--- config.mk ---
export PLATFORM = sky130hd
export DESIGN_NAME = tiled_texture_pixel_offset_top
export DESIGN_NICKNAME = d
export VERILOG_FILES = /design/src/hw/rtl/ttpo_pkg.sv /design/src/hw/rtl/ttpo_cfg.sv /design/src/hw/rtl/ttpo_addr.sv /design/src/hw/rtl/tiled_texture_pixel_offset_top.sv
export SDC_FILE = /design/constraint.sdc
export NUM_CORES = 1
export LEC_CHECK = 0
export BUFFER_PORTS_ARGS = -buffer_cell sky130_fd_sc_hd__clkbuf_2
export CAP_MARGIN = 20
export CORE_ASPECT_RATIO = 0.75
export CORE_MARGIN = 5
export CORE_UTILIZATION = 25
export CTS_CLUSTER_SIZE = 25
export DETAILED_ROUTE_END_ITERATION = 7
export SYNTH_ARGS = -nofsm -noshare
export SYNTH_HDL_FRONTEND = slang
export SYNTH_HIERARCHICAL = 1
export SYNTH_SLANG_ARGS = --single-unit
--- constraint.sdc ---
create_clock -name clk -period 9.7 [get_ports clk]
set_clock_uncertainty 0.1 [all_clocks]
set_input_delay 0.97 -clock clk [delete_from_list [all_inputs] [get_ports clk]]
set_output_delay 0.97 -clock clk [all_outputs]
set_load 0.03 [all_outputs]
--- src/hw/rtl/ttpo_pkg.sv ---
// Package for the tiled texture pixel offset block.
// Holds the tiling format codes, register indexes and the configuration struct.
// No dependencies.
`default_nettype none

package ttpo_pkg;

	localparam int CFG_DATA_W  = 14;
	localparam int CFG_INDEX_W = 2;
	localparam int OFFSET_W    = 32;

	// Tiling formats
	localparam logic [2:0] FMT_UIF_XOR = 3'd0;
	localparam logic [2:0] FMT_UIF     = 3'd1;
	localparam logic [2:0] FMT_UB_TWO  = 3'd2;
	localparam logic [2:0] FMT_UB_ONE  = 3'd3;
	localparam logic [2:0] FMT_LTILE   = 3'd4;

	// Register indexes on the configuration port
	localparam logic [CFG_INDEX_W-1:0] REG_FORMAT = 2'd0;
	localparam logic [CFG_INDEX_W-1:0] REG_PSIZE  = 2'd1;
	localparam logic [CFG_INDEX_W-1:0] REG_HEIGHT = 2'd2;

	// Largest pixel size code; larger codes behave as this one.
	localparam logic [2:0] PSIZE_MAX = 3'd4;

	// Block row bit flipped in odd column groups of the UIF XOR format.
	localparam int UIF_FLIP_BIT = 4;

	typedef struct packed {
		logic [2:0]          fmt;        // tiling format
		logic [2:0]          psize;      // clamped log2 of bytes per pixel
		logic [1:0]          lw;         // log2 of microtile width
		logic [1:0]          lh;         // log2 of microtile height
		logic [OFFSET_W-1:0] col_stride; // (column height in blocks - 1) * 4
	} ttpo_cfg_t;

endpackage

`default_nettype wire

--- src/hw/rtl/ttpo_cfg.sv ---
// Configuration registers of the tiled texture pixel offset block and the
// microtile shape and UIF column stride derived from them. Uses ttpo_pkg.
`default_nettype none

module ttpo_cfg (
	input  wire logic                               clk,
	input  wire logic                               arst_n,
	input  wire logic                               cfg_valid,
	input  wire logic [ttpo_pkg::CFG_INDEX_W-1:0]   cfg_index,
	input  wire logic [ttpo_pkg::CFG_DATA_W-1:0]    cfg_data,
	output ttpo_pkg::ttpo_cfg_t                     cfg
);
	import ttpo_pkg::*;

	logic [2:0]            fmt_q;
	logic [2:0]            psize_q;
	logic [CFG_DATA_W-1:0] height_q;

	logic [2:0]            psize;
	logic [1:0]            lw;
	logic [1:0]            lh;
	logic [CFG_DATA_W:0]   height_sum;
	logic [CFG_DATA_W:0]   blk_rows;
	logic [2:0]            blk_h_log2;

	always_ff @(posedge clk or negedge arst_n) begin
		if (!arst_n) begin
			fmt_q    <= FMT_UIF_XOR;
			psize_q  <= 3'd2;
			height_q <= CFG_DATA_W'(1);
		end else if (cfg_valid) begin
			case (cfg_index)
				REG_FORMAT: fmt_q    <= cfg_data[2:0];
				REG_PSIZE:  psize_q  <= cfg_data[2:0];
				REG_HEIGHT: height_q <= cfg_data;
				default: ;
			endcase
		end
	end

	always_comb begin
		psize = (psize_q > PSIZE_MAX) ? PSIZE_MAX : psize_q;
		case (psize) inside
			[3'd0:3'd1]: lw = 2'd3;
			[3'd2:3'd3]: lw = 2'd2;
			default:     lw = 2'd1;
		endcase
		case (psize) inside
			3'd0:        lh = 2'd3;
			[3'd1:3'd2]: lh = 2'd2;
			default:     lh = 2'd1;
		endcase
		// Column height in 256-byte blocks, rounded up.
		blk_h_log2 = 3'(lh) + 3'd1;
		height_sum = (CFG_DATA_W+1)'(height_q)
			+ (((CFG_DATA_W+1)'(1) << blk_h_log2) - (CFG_DATA_W+1)'(1));
		blk_rows   = height_sum >> blk_h_log2;

		cfg.fmt        = fmt_q;
		cfg.psize      = psize;
		cfg.lw         = lw;
		cfg.lh         = lh;
		cfg.col_stride = (OFFSET_W'(blk_rows) - OFFSET_W'(1)) << 2;
	end

endmodule

`default_nettype wire

--- src/hw/rtl/ttpo_addr.sv ---
// Offset datapath of the tiled texture pixel offset block: microtile, block
// and format-specific placement terms for one coordinate. Uses ttpo_pkg.
`default_nettype none

module ttpo_addr #(
	parameter int COORD_WIDTH = 13
) (
	input  wire ttpo_pkg::ttpo_cfg_t            cfg,
	input  wire logic [COORD_WIDTH-1:0]         pixel_x,
	input  wire logic [COORD_WIDTH-1:0]         pixel_y,
	output logic [ttpo_pkg::OFFSET_W-1:0]       byte_offset
);
	import ttpo_pkg::*;

	logic [2:0]             ux;
	logic [2:0]             uy;
	logic [7:0]             in_utile;
	logic [COORD_WIDTH-1:0] ut_col;
	logic [COORD_WIDTH-1:0] ut_row;
	logic [COORD_WIDTH-1:0] bx;
	logic [COORD_WIDTH-1:0] by;
	logic [COORD_WIDTH-1:0] by_uif;
	logic [COORD_WIDTH-1:0] grp;
	logic [7:0]             low_bits;
	logic [OFFSET_W-1:0]    uif_id;
	logic [OFFSET_W-1:0]    ub_id;
	logic [OFFSET_W-1:0]    lt_sum;

	always_comb begin
		// Position inside the microtile, stored in raster order.
		ux       = pixel_x[2:0] & ~(3'b111 << cfg.lw);
		uy       = pixel_y[2:0] & ~(3'b111 << cfg.lh);
		in_utile = (8'(ux) + (8'(uy) << cfg.lw)) << cfg.psize;

		ut_col = pixel_x >> cfg.lw;
		ut_row = pixel_y >> cfg.lh;
		bx     = ut_col >> 1;
		by     = ut_row >> 1;
		grp    = bx >> 2;

		// Microtile within the block sits at +64 for the right column and
		// +128 for the bottom row; the in-microtile offset stays below 64.
		low_bits = {ut_row[0], ut_col[0], in_utile[5:0]};

		by_uif = by;
		if (cfg.fmt == FMT_UIF_XOR && grp[0])
			by_uif[UIF_FLIP_BIT] = ~by[UIF_FLIP_BIT];

		uif_id = OFFSET_W'(grp) * cfg.col_stride + OFFSET_W'(bx) + (OFFSET_W'(by_uif) << 2);

		if (cfg.fmt == FMT_UB_TWO)
			ub_id = (OFFSET_W'(by) << 1) + OFFSET_W'(bx);
		else
			ub_id = OFFSET_W'(by) + OFFSET_W'(bx);

		lt_sum = OFFSET_W'(ut_col) + OFFSET_W'(ut_row);

		case (cfg.fmt)
			FMT_UIF_XOR, FMT_UIF:
				byte_offset = (uif_id << 8) + OFFSET_W'(low_bits);
			FMT_UB_TWO, FMT_UB_ONE:
				byte_offset = (ub_id << 8) + OFFSET_W'(low_bits);
			FMT_LTILE:
				byte_offset = (lt_sum << 6) + OFFSET_W'(in_utile[5:0]);
			default:
				byte_offset = '0;
		endcase
	end

endmodule

`default_nettype wire

--- src/hw/rtl/tiled_texture_pixel_offset_top.sv ---
// Tiled texture pixel offset block: input stage, offset datapath, result stage.
// An accepted input beat is registered in the input stage, then its offset in the result stage.
// Throughput: one beat per cycle while the result side is ready; the input register
// also advances whenever it is empty, so a held result still lets one more beat in.
// Reset clears the valid bits and returns the registers to format 0, 4-byte
// pixels and an image height of one. Depends on ttpo_pkg, ttpo_cfg, ttpo_addr.
`default_nettype none

module tiled_texture_pixel_offset_top #(
	parameter int COORD_WIDTH = 13
) (
	input  wire logic                                clk,
	input  wire logic                                arst_n,
	// Input beats
	input  wire logic                                s_axis_tvalid,
	output logic                                     s_axis_tready,
	// [COORD_WIDTH-1:0] pixel_x, [2*COORD_WIDTH-1:COORD_WIDTH] pixel_y, then zero fill
	input  wire logic [((2*COORD_WIDTH+7)/8)*8-1:0]  s_axis_tdata,
	// Result beats
	output logic                                     m_axis_tvalid,
	input  wire logic                                m_axis_tready,
	// [31:0] byte_offset
	output logic [ttpo_pkg::OFFSET_W-1:0]            m_axis_tdata,
	// Configuration writes
	input  wire logic                                cfg_valid,
	output logic                                     cfg_ready,
	input  wire logic [ttpo_pkg::CFG_INDEX_W-1:0]    cfg_index,
	input  wire logic [ttpo_pkg::CFG_DATA_W-1:0]     cfg_data
);
	import ttpo_pkg::*;

	ttpo_cfg_t              cfg;
	logic                   valid_s1;
	logic [COORD_WIDTH-1:0] pixel_x_s1;
	logic [COORD_WIDTH-1:0] pixel_y_s1;
	logic                   valid_s2;
	logic [OFFSET_W-1:0]    offset_s2;
	logic [OFFSET_W-1:0]    offset;
	logic                   adv_s2;
	logic                   adv_s1;

	assign cfg_ready = 1'b1;

	ttpo_cfg u_cfg (
		.clk       (clk),
		.arst_n    (arst_n),
		.cfg_valid (cfg_valid),
		.cfg_index (cfg_index),
		.cfg_data  (cfg_data),
		.cfg       (cfg)
	);

	assign adv_s2        = !valid_s2 || m_axis_tready;
	assign adv_s1        = !valid_s1 || adv_s2;
	assign s_axis_tready = adv_s1;

	always_ff @(posedge clk or negedge arst_n) begin
		if (!arst_n) begin
			valid_s1 <= 1'b0;
		end else if (adv_s1) begin
			valid_s1 <= s_axis_tvalid;
		end
	end

	always_ff @(posedge clk) begin
		if (adv_s1 && s_axis_tvalid) begin
			pixel_x_s1 <= s_axis_tdata[COORD_WIDTH-1:0];
			pixel_y_s1 <= s_axis_tdata[2*COORD_WIDTH-1:COORD_WIDTH];
		end
	end

	ttpo_addr #(
		.COORD_WIDTH (COORD_WIDTH)
	) u_addr (
		.cfg         (cfg),
		.pixel_x     (pixel_x_s1),
		.pixel_y     (pixel_y_s1),
		.byte_offset (offset)
	);

	always_ff @(posedge clk or negedge arst_n) begin
		if (!arst_n) begin
			valid_s2 <= 1'b0;
		end else if (adv_s2) begin
			valid_s2 <= valid_s1;
		end
	end

	always_ff @(posedge clk) begin
		if (adv_s2 && valid_s1) begin
			offset_s2 <= offset;
		end
	end

	assign m_axis_tvalid = valid_s2;
	assign m_axis_tdata  = offset_s2;

	// An empty result stage must never hold off the input side.
	a_ready_when_empty: assert property (@(posedge clk) disable iff (!arst_n)
		!valid_s2 |-> s_axis_tready)
		else $error("input stalled while result stage empty");

	// An accepted beat lands in the input stage.
	a_accept_fills_s1: assert property (@(posedge clk) disable iff (!arst_n)
		(s_axis_tvalid && s_axis_tready) |=> valid_s1)
		else $error("accepted beat lost at input stage");

	// A beat in the input stage moves on when the result stage advances.
	a_s1_moves_on: assert property (@(posedge clk) disable iff (!arst_n)
		(valid_s1 && adv_s2) |=> (valid_s2 && $stable(cfg.fmt) || valid_s2))
		else $error("beat dropped between stages");

	// A beat in the input stage with a stalled result stage is kept.
	a_s1_holds: assert property (@(posedge clk) disable iff (!arst_n)
		(valid_s1 && !adv_s2) |=> (valid_s1 && $stable(pixel_x_s1) && $stable(pixel_y_s1)))
		else $error("input stage beat changed while stalled");

endmodule

`default_nettype wire

* Yosys cells after proc, flatten, opt, wreduce, memory -nomap -nowiden
Index checks and enable logic that the tools add are counted.
** Cells by class
- Shift operators :: 8
- Multiply operators :: 1
- Add/sub/neg operators :: 13
- Order comparisons :: 7
- Bitwise gates (word level) :: 5
- Equal/unequal tests :: 6
- Reductions and logical operators :: 18
- Div/mod/pow operators :: 0
- Multiplexer cells :: 8
** Operators by type and width (count)
- case mux 32 bit (3 select lines) :: 1
- adder 32 x 8 -> 32 bit :: 2
- adder 32 x 6 -> 32 bit :: 1
- multiplier 10 x 30 -> 22 bit :: 1
- >> shifter 13 x 2 -> 13 bit :: 2
- adder 24 x 12 -> 24 bit :: 1
- adder 24 x 14 -> 24 bit :: 1
- subtractor 15 x 1 -> 16 bit (second input constant) :: 1
- adder 14 x 15 -> 15 bit :: 1
- left shift 1 x 3 -> 15 bit (first input constant) :: 1
- >> shifter 15 x 3 -> 15 bit :: 1
- subtractor 15 x 1 -> 15 bit (second input constant) :: 1
- adder 13 x 12 -> 14 bit :: 1
- adder 13 x 13 -> 14 bit :: 1
- two-way mux 14 bit :: 1
- adder 12 x 12 -> 13 bit :: 1
- adder 3 x 8 -> 8 bit :: 1
- two-way mux 2 bit :: 4
- left shift 3 x 2 -> 8 bit :: 1
- left shift 8 x 3 -> 6 bit :: 1
- bitwise AND 3 bit :: 2
- == test 3 x 2 -> 1 bit (second input constant) :: 2
- >= comparator 3 x 1 -> 1 bit (second input constant) :: 2
- less-or-equal comparator 3 x 2 -> 1 bit (second input constant) :: 2
- 20 further kinds :: 33
** Storage, ports and cells
- RAM bits :: 0
- Bits in latches :: 0
- Input bits :: 53
- Memories :: 0
- Logic and storage cells :: 74
- Register bits after elaboration :: 80
- Output and inout port bits :: 35
- ROM bits :: 0

* Depth between registers and ports, before layout
- Depth after elaboration :: 17
- Depth in mapped cells :: 39

* By module
Netlist, hierarchy kept.
** By module, submodules not included
- ttpo_addr :: seq. area each 0.0 µm², times used 1, cells an instance 1157, area each 9237.6 µm²
- ttpo_cfg :: seq. area each 503.0 µm², times used 1, cells an instance 301, area each 2494.9 µm²
- tiled_texture_pixel_offset_top :: seq. area each 1791.7 µm², times used 1, cells an instance 68, area each 1856.8 µm²

* Worst setup path after synthesis
Ideal clock, no wire load.
- Kind :: register to register
- Start :: reg u_cfg.psize_q[0]
- End :: reg offset_s2[31] (netlist: m_axis_tdata[31]), data pin
- Data required time :: 9.334 ns
- Data arrival time :: 8.964 ns
- Cell stages (with the launch flop) :: 33
- Buffers on the path :: 2
- Period minus slack after synthesis :: 9.330 ns
- Slack :: 0.370 ns
- Library setup time :: 0.266 ns
- Path through :: dfrtp_1 -> buf_2 -> clkinv_1 -> nand2_1 -> nor2_1 -> inv_1 -> ha_1 -> inv_1 -> ha_1 -> nor2_1 -> a211oi_2 -> o2111a_1 -> a211o_1 -> a221o_1 -> or4b_4 -> nor3_1 -> nor3b_1 -> buf_4 -> and2_1 -> fa_1 -> inv_1 -> fa_1 -> fa_1 -> fa_1 -> inv_1 -> fa_1 -> xnor2_1 -> xnor2_1 -> xnor2_1 -> xnor3_1 -> xor3_1 -> xnor2_1 -> nor2_1
** RTL lines
- start, declared :: RTL line ttpo_cfg.sv:16 : logic [2:0] psize_q;
- start signal, assigned :: RTL line ttpo_cfg.sv:34 : REG_PSIZE: psize_q <= cfg_data[2:0];
- end signal, assigned :: RTL line tiled_texture_pixel_offset_top.sv:91 : offset_s2 <= offset;
- end, declared :: RTL line tiled_texture_pixel_offset_top.sv:37 : logic [OFFSET_W-1:0] offset_s2;

==> flow_summary.json <==
{
  "status": "complete, no violations",
  "route.final.wire_length_um": 37500,
  "tritoncts": "done",
  "cts_hold_buf": 0,
  "period_share_pct": 96.0,
  "portBuffers": 80,
  "path_clk_slew_ns": 0.06,
  "cp_slowest_cell": "or4b_4",
  "root_buffer": "clkbuf_16",
  "clk_latency_ns": 0.38,
  "grt_use_total_pct": 13.0,
  "slew_headroom_pct": 30.9,
  "crit_path_max_fanout": 6,
  "netlist_instances": 1518,
  "yosysWarnings": 6,
  "cp.required_ns": 9.70,
  "die_w_um": 279,
  "setup_viol": 0,
  "vias": 10800,
  "drive_gt1_share_pct": 13.2,
  "endpoint_kind": "flip-flop",
  "viasPerCell": 4.71,
  "dieArea_mm2": 0.0589,
  "layout_setup_ws_ns": 0.390,
  "arrival_ns": 9.31,
  "antenna_cells": 0,
  "grt_max_degree": 45,
  "worst_pin_slew_ns": 1.03,
  "cts_buffers": 9,
  "syn-cell-area_mm2": 0.0135,
  "drtIter0Drc": 772,
  "grt-ovfl-total": 0,
  "drc_errors": 0,
  "crit_type": "reg -> reg",
  "routedWlPerCell_um": 16.4,
  "grt_pass1_vias": 11300,
  "clock_path_buffers": 2,
  "post-route-util_pct": 28.5,
  "area_growth_pct": 12.1,
  "fp.dieH_um": 211,
  "cts.sinks": 80,
  "period_needed_ns": 9.31,
  "synth_area_per_cell_um2": 8.91,
  "initial_core_util_pct": 25.4,
  "gp_congestion": 0.903,
  "htreeDepth": 3,
  "place_ws_ns": 0.289,
  "antenna_left": 0,
  "nets": 1883,
  "hold_slack_ns": 0.409,
  "antenna_found_initial": 0,
  "slew_viol_final": 0,
  "rsz0062_at_grt": "false",
  "drv_cap": 0,
  "cpPeakStageDelay_ns": 0.56,
  "core_region_area_mm2": 0.0532,
  "finalSetupTns_ns": 0,
  "num_io_pins": 88,
  "cpMostUsedCell": "fa_1",
  "fmax_ghz": 0.107,
  "grt_pass1_wl_um": 61400,
  "first_pass_iters": 5,
  "hold_violations": 0,
  "hpwl_um": 30500,
  "fp-row-count": 73,
  "num-fill-cells": 5636,
  "min_path_type": "reg -> reg",
  "crit_path_start_kind": "flip-flop"
}
==> repair_timing <==
| action | 4_1_cts | 5_1_grt |
|---|---|---|
| endpoints found under the setup margin | 0 | 5 |
| setup buffers | 0 | 1 |
| resized for setup | 0 | 12 |
==> final timing paths <==
path / start / to / slack [ns] / depth (start not counted)
min in group asynchronous: arst_n / u_cfg/height_q[4] / 0.49 / 1
hold / removal: u_cfg/height_q[3] / u_cfg/height_q[3] / 0.41 / 1
hold reg to reg: u_cfg/height_q[3] / u_cfg/height_q[3] / 0.41 / 1
max in group asynchronous: arst_n / u_cfg/fmt_q[2] / 8.61 / 1
setup reg to reg: u_cfg/psize_q[0] / m_axis_tdata[31] / 0.39 / 32
setup / recovery: u_cfg/psize_q[0] / m_axis_tdata[31] / 0.39 / 32
==> layer usage <==
metal	GRT usage, %	share of wire, %
met4	2.81	1.3
met3	3.59	6.6
met1	18.2	48
met5	0	0
met2	20.2	44
==> flip-flops by register name, indices dropped and copies added, names as in the netlist <==
signal          cells
m_axis_tdata       32
u_cfg/height_q     14
u_cfg/psize_q       3
pixel_y_s1         13
pixel_x_s1         13
valid_s1            1
u_cfg/fmt_q         3
m_axis_tvalid       1
==> area by class of cell <==
cell class                 count  area [um2]  area share, %
clock buffer                   9         225           1.49
clock inverter                 7        86.3          0.569
inverter                     248         931           6.14
multi-input combinational   1112        9980           65.9
sequential                    80        2290           15.1
tap                          712         891           5.88
timing repair buffer         122         748           4.94
==> per-stage QoR <==
step	instances	instance area [um2]
after detailed placement	2272	14700
after global placement	2272	14700
after global routing	2290	15200
after CTS	2288	15100
final	2290	15200
after floorplan	1519	13500
==> worst max-delay path: cells and delay by family (launching register included) <==
family | cells | cell delay, ns
adder cells (fa/ha/maj) | 7 | 3.15
AND/OR/NAND/NOR | 10 | 2.89
XOR/XNOR | 6 | 1.39
AO/OA/AOI/OAI | 3 | 0.67
buffers and inverters | 6 | 0.48
flip-flops | 1 | 0.38
==> cell usage in the layout, fill, tap and decap left out, types with 40 or more instances in the layout <==
| cell | instances |
|---|---|
| clkbuf_2 | 80 |
| ha_1 | 96 |
| a21oi_1 | 70 |
| fa_1 | 161 |
| inv_1 | 245 |
| and2_1 | 77 |
| buf_4 | 40 |
| nand2_1 | 169 |
| xnor2_1 | 47 |
| edfxtp_1 | 58 |
| o21ai_0 | 54 |
| nor2_1 | 71 |
Power is not shown: default switching activity piles up to over one toggle a cycle in this logic, so the estimate is an artifact.
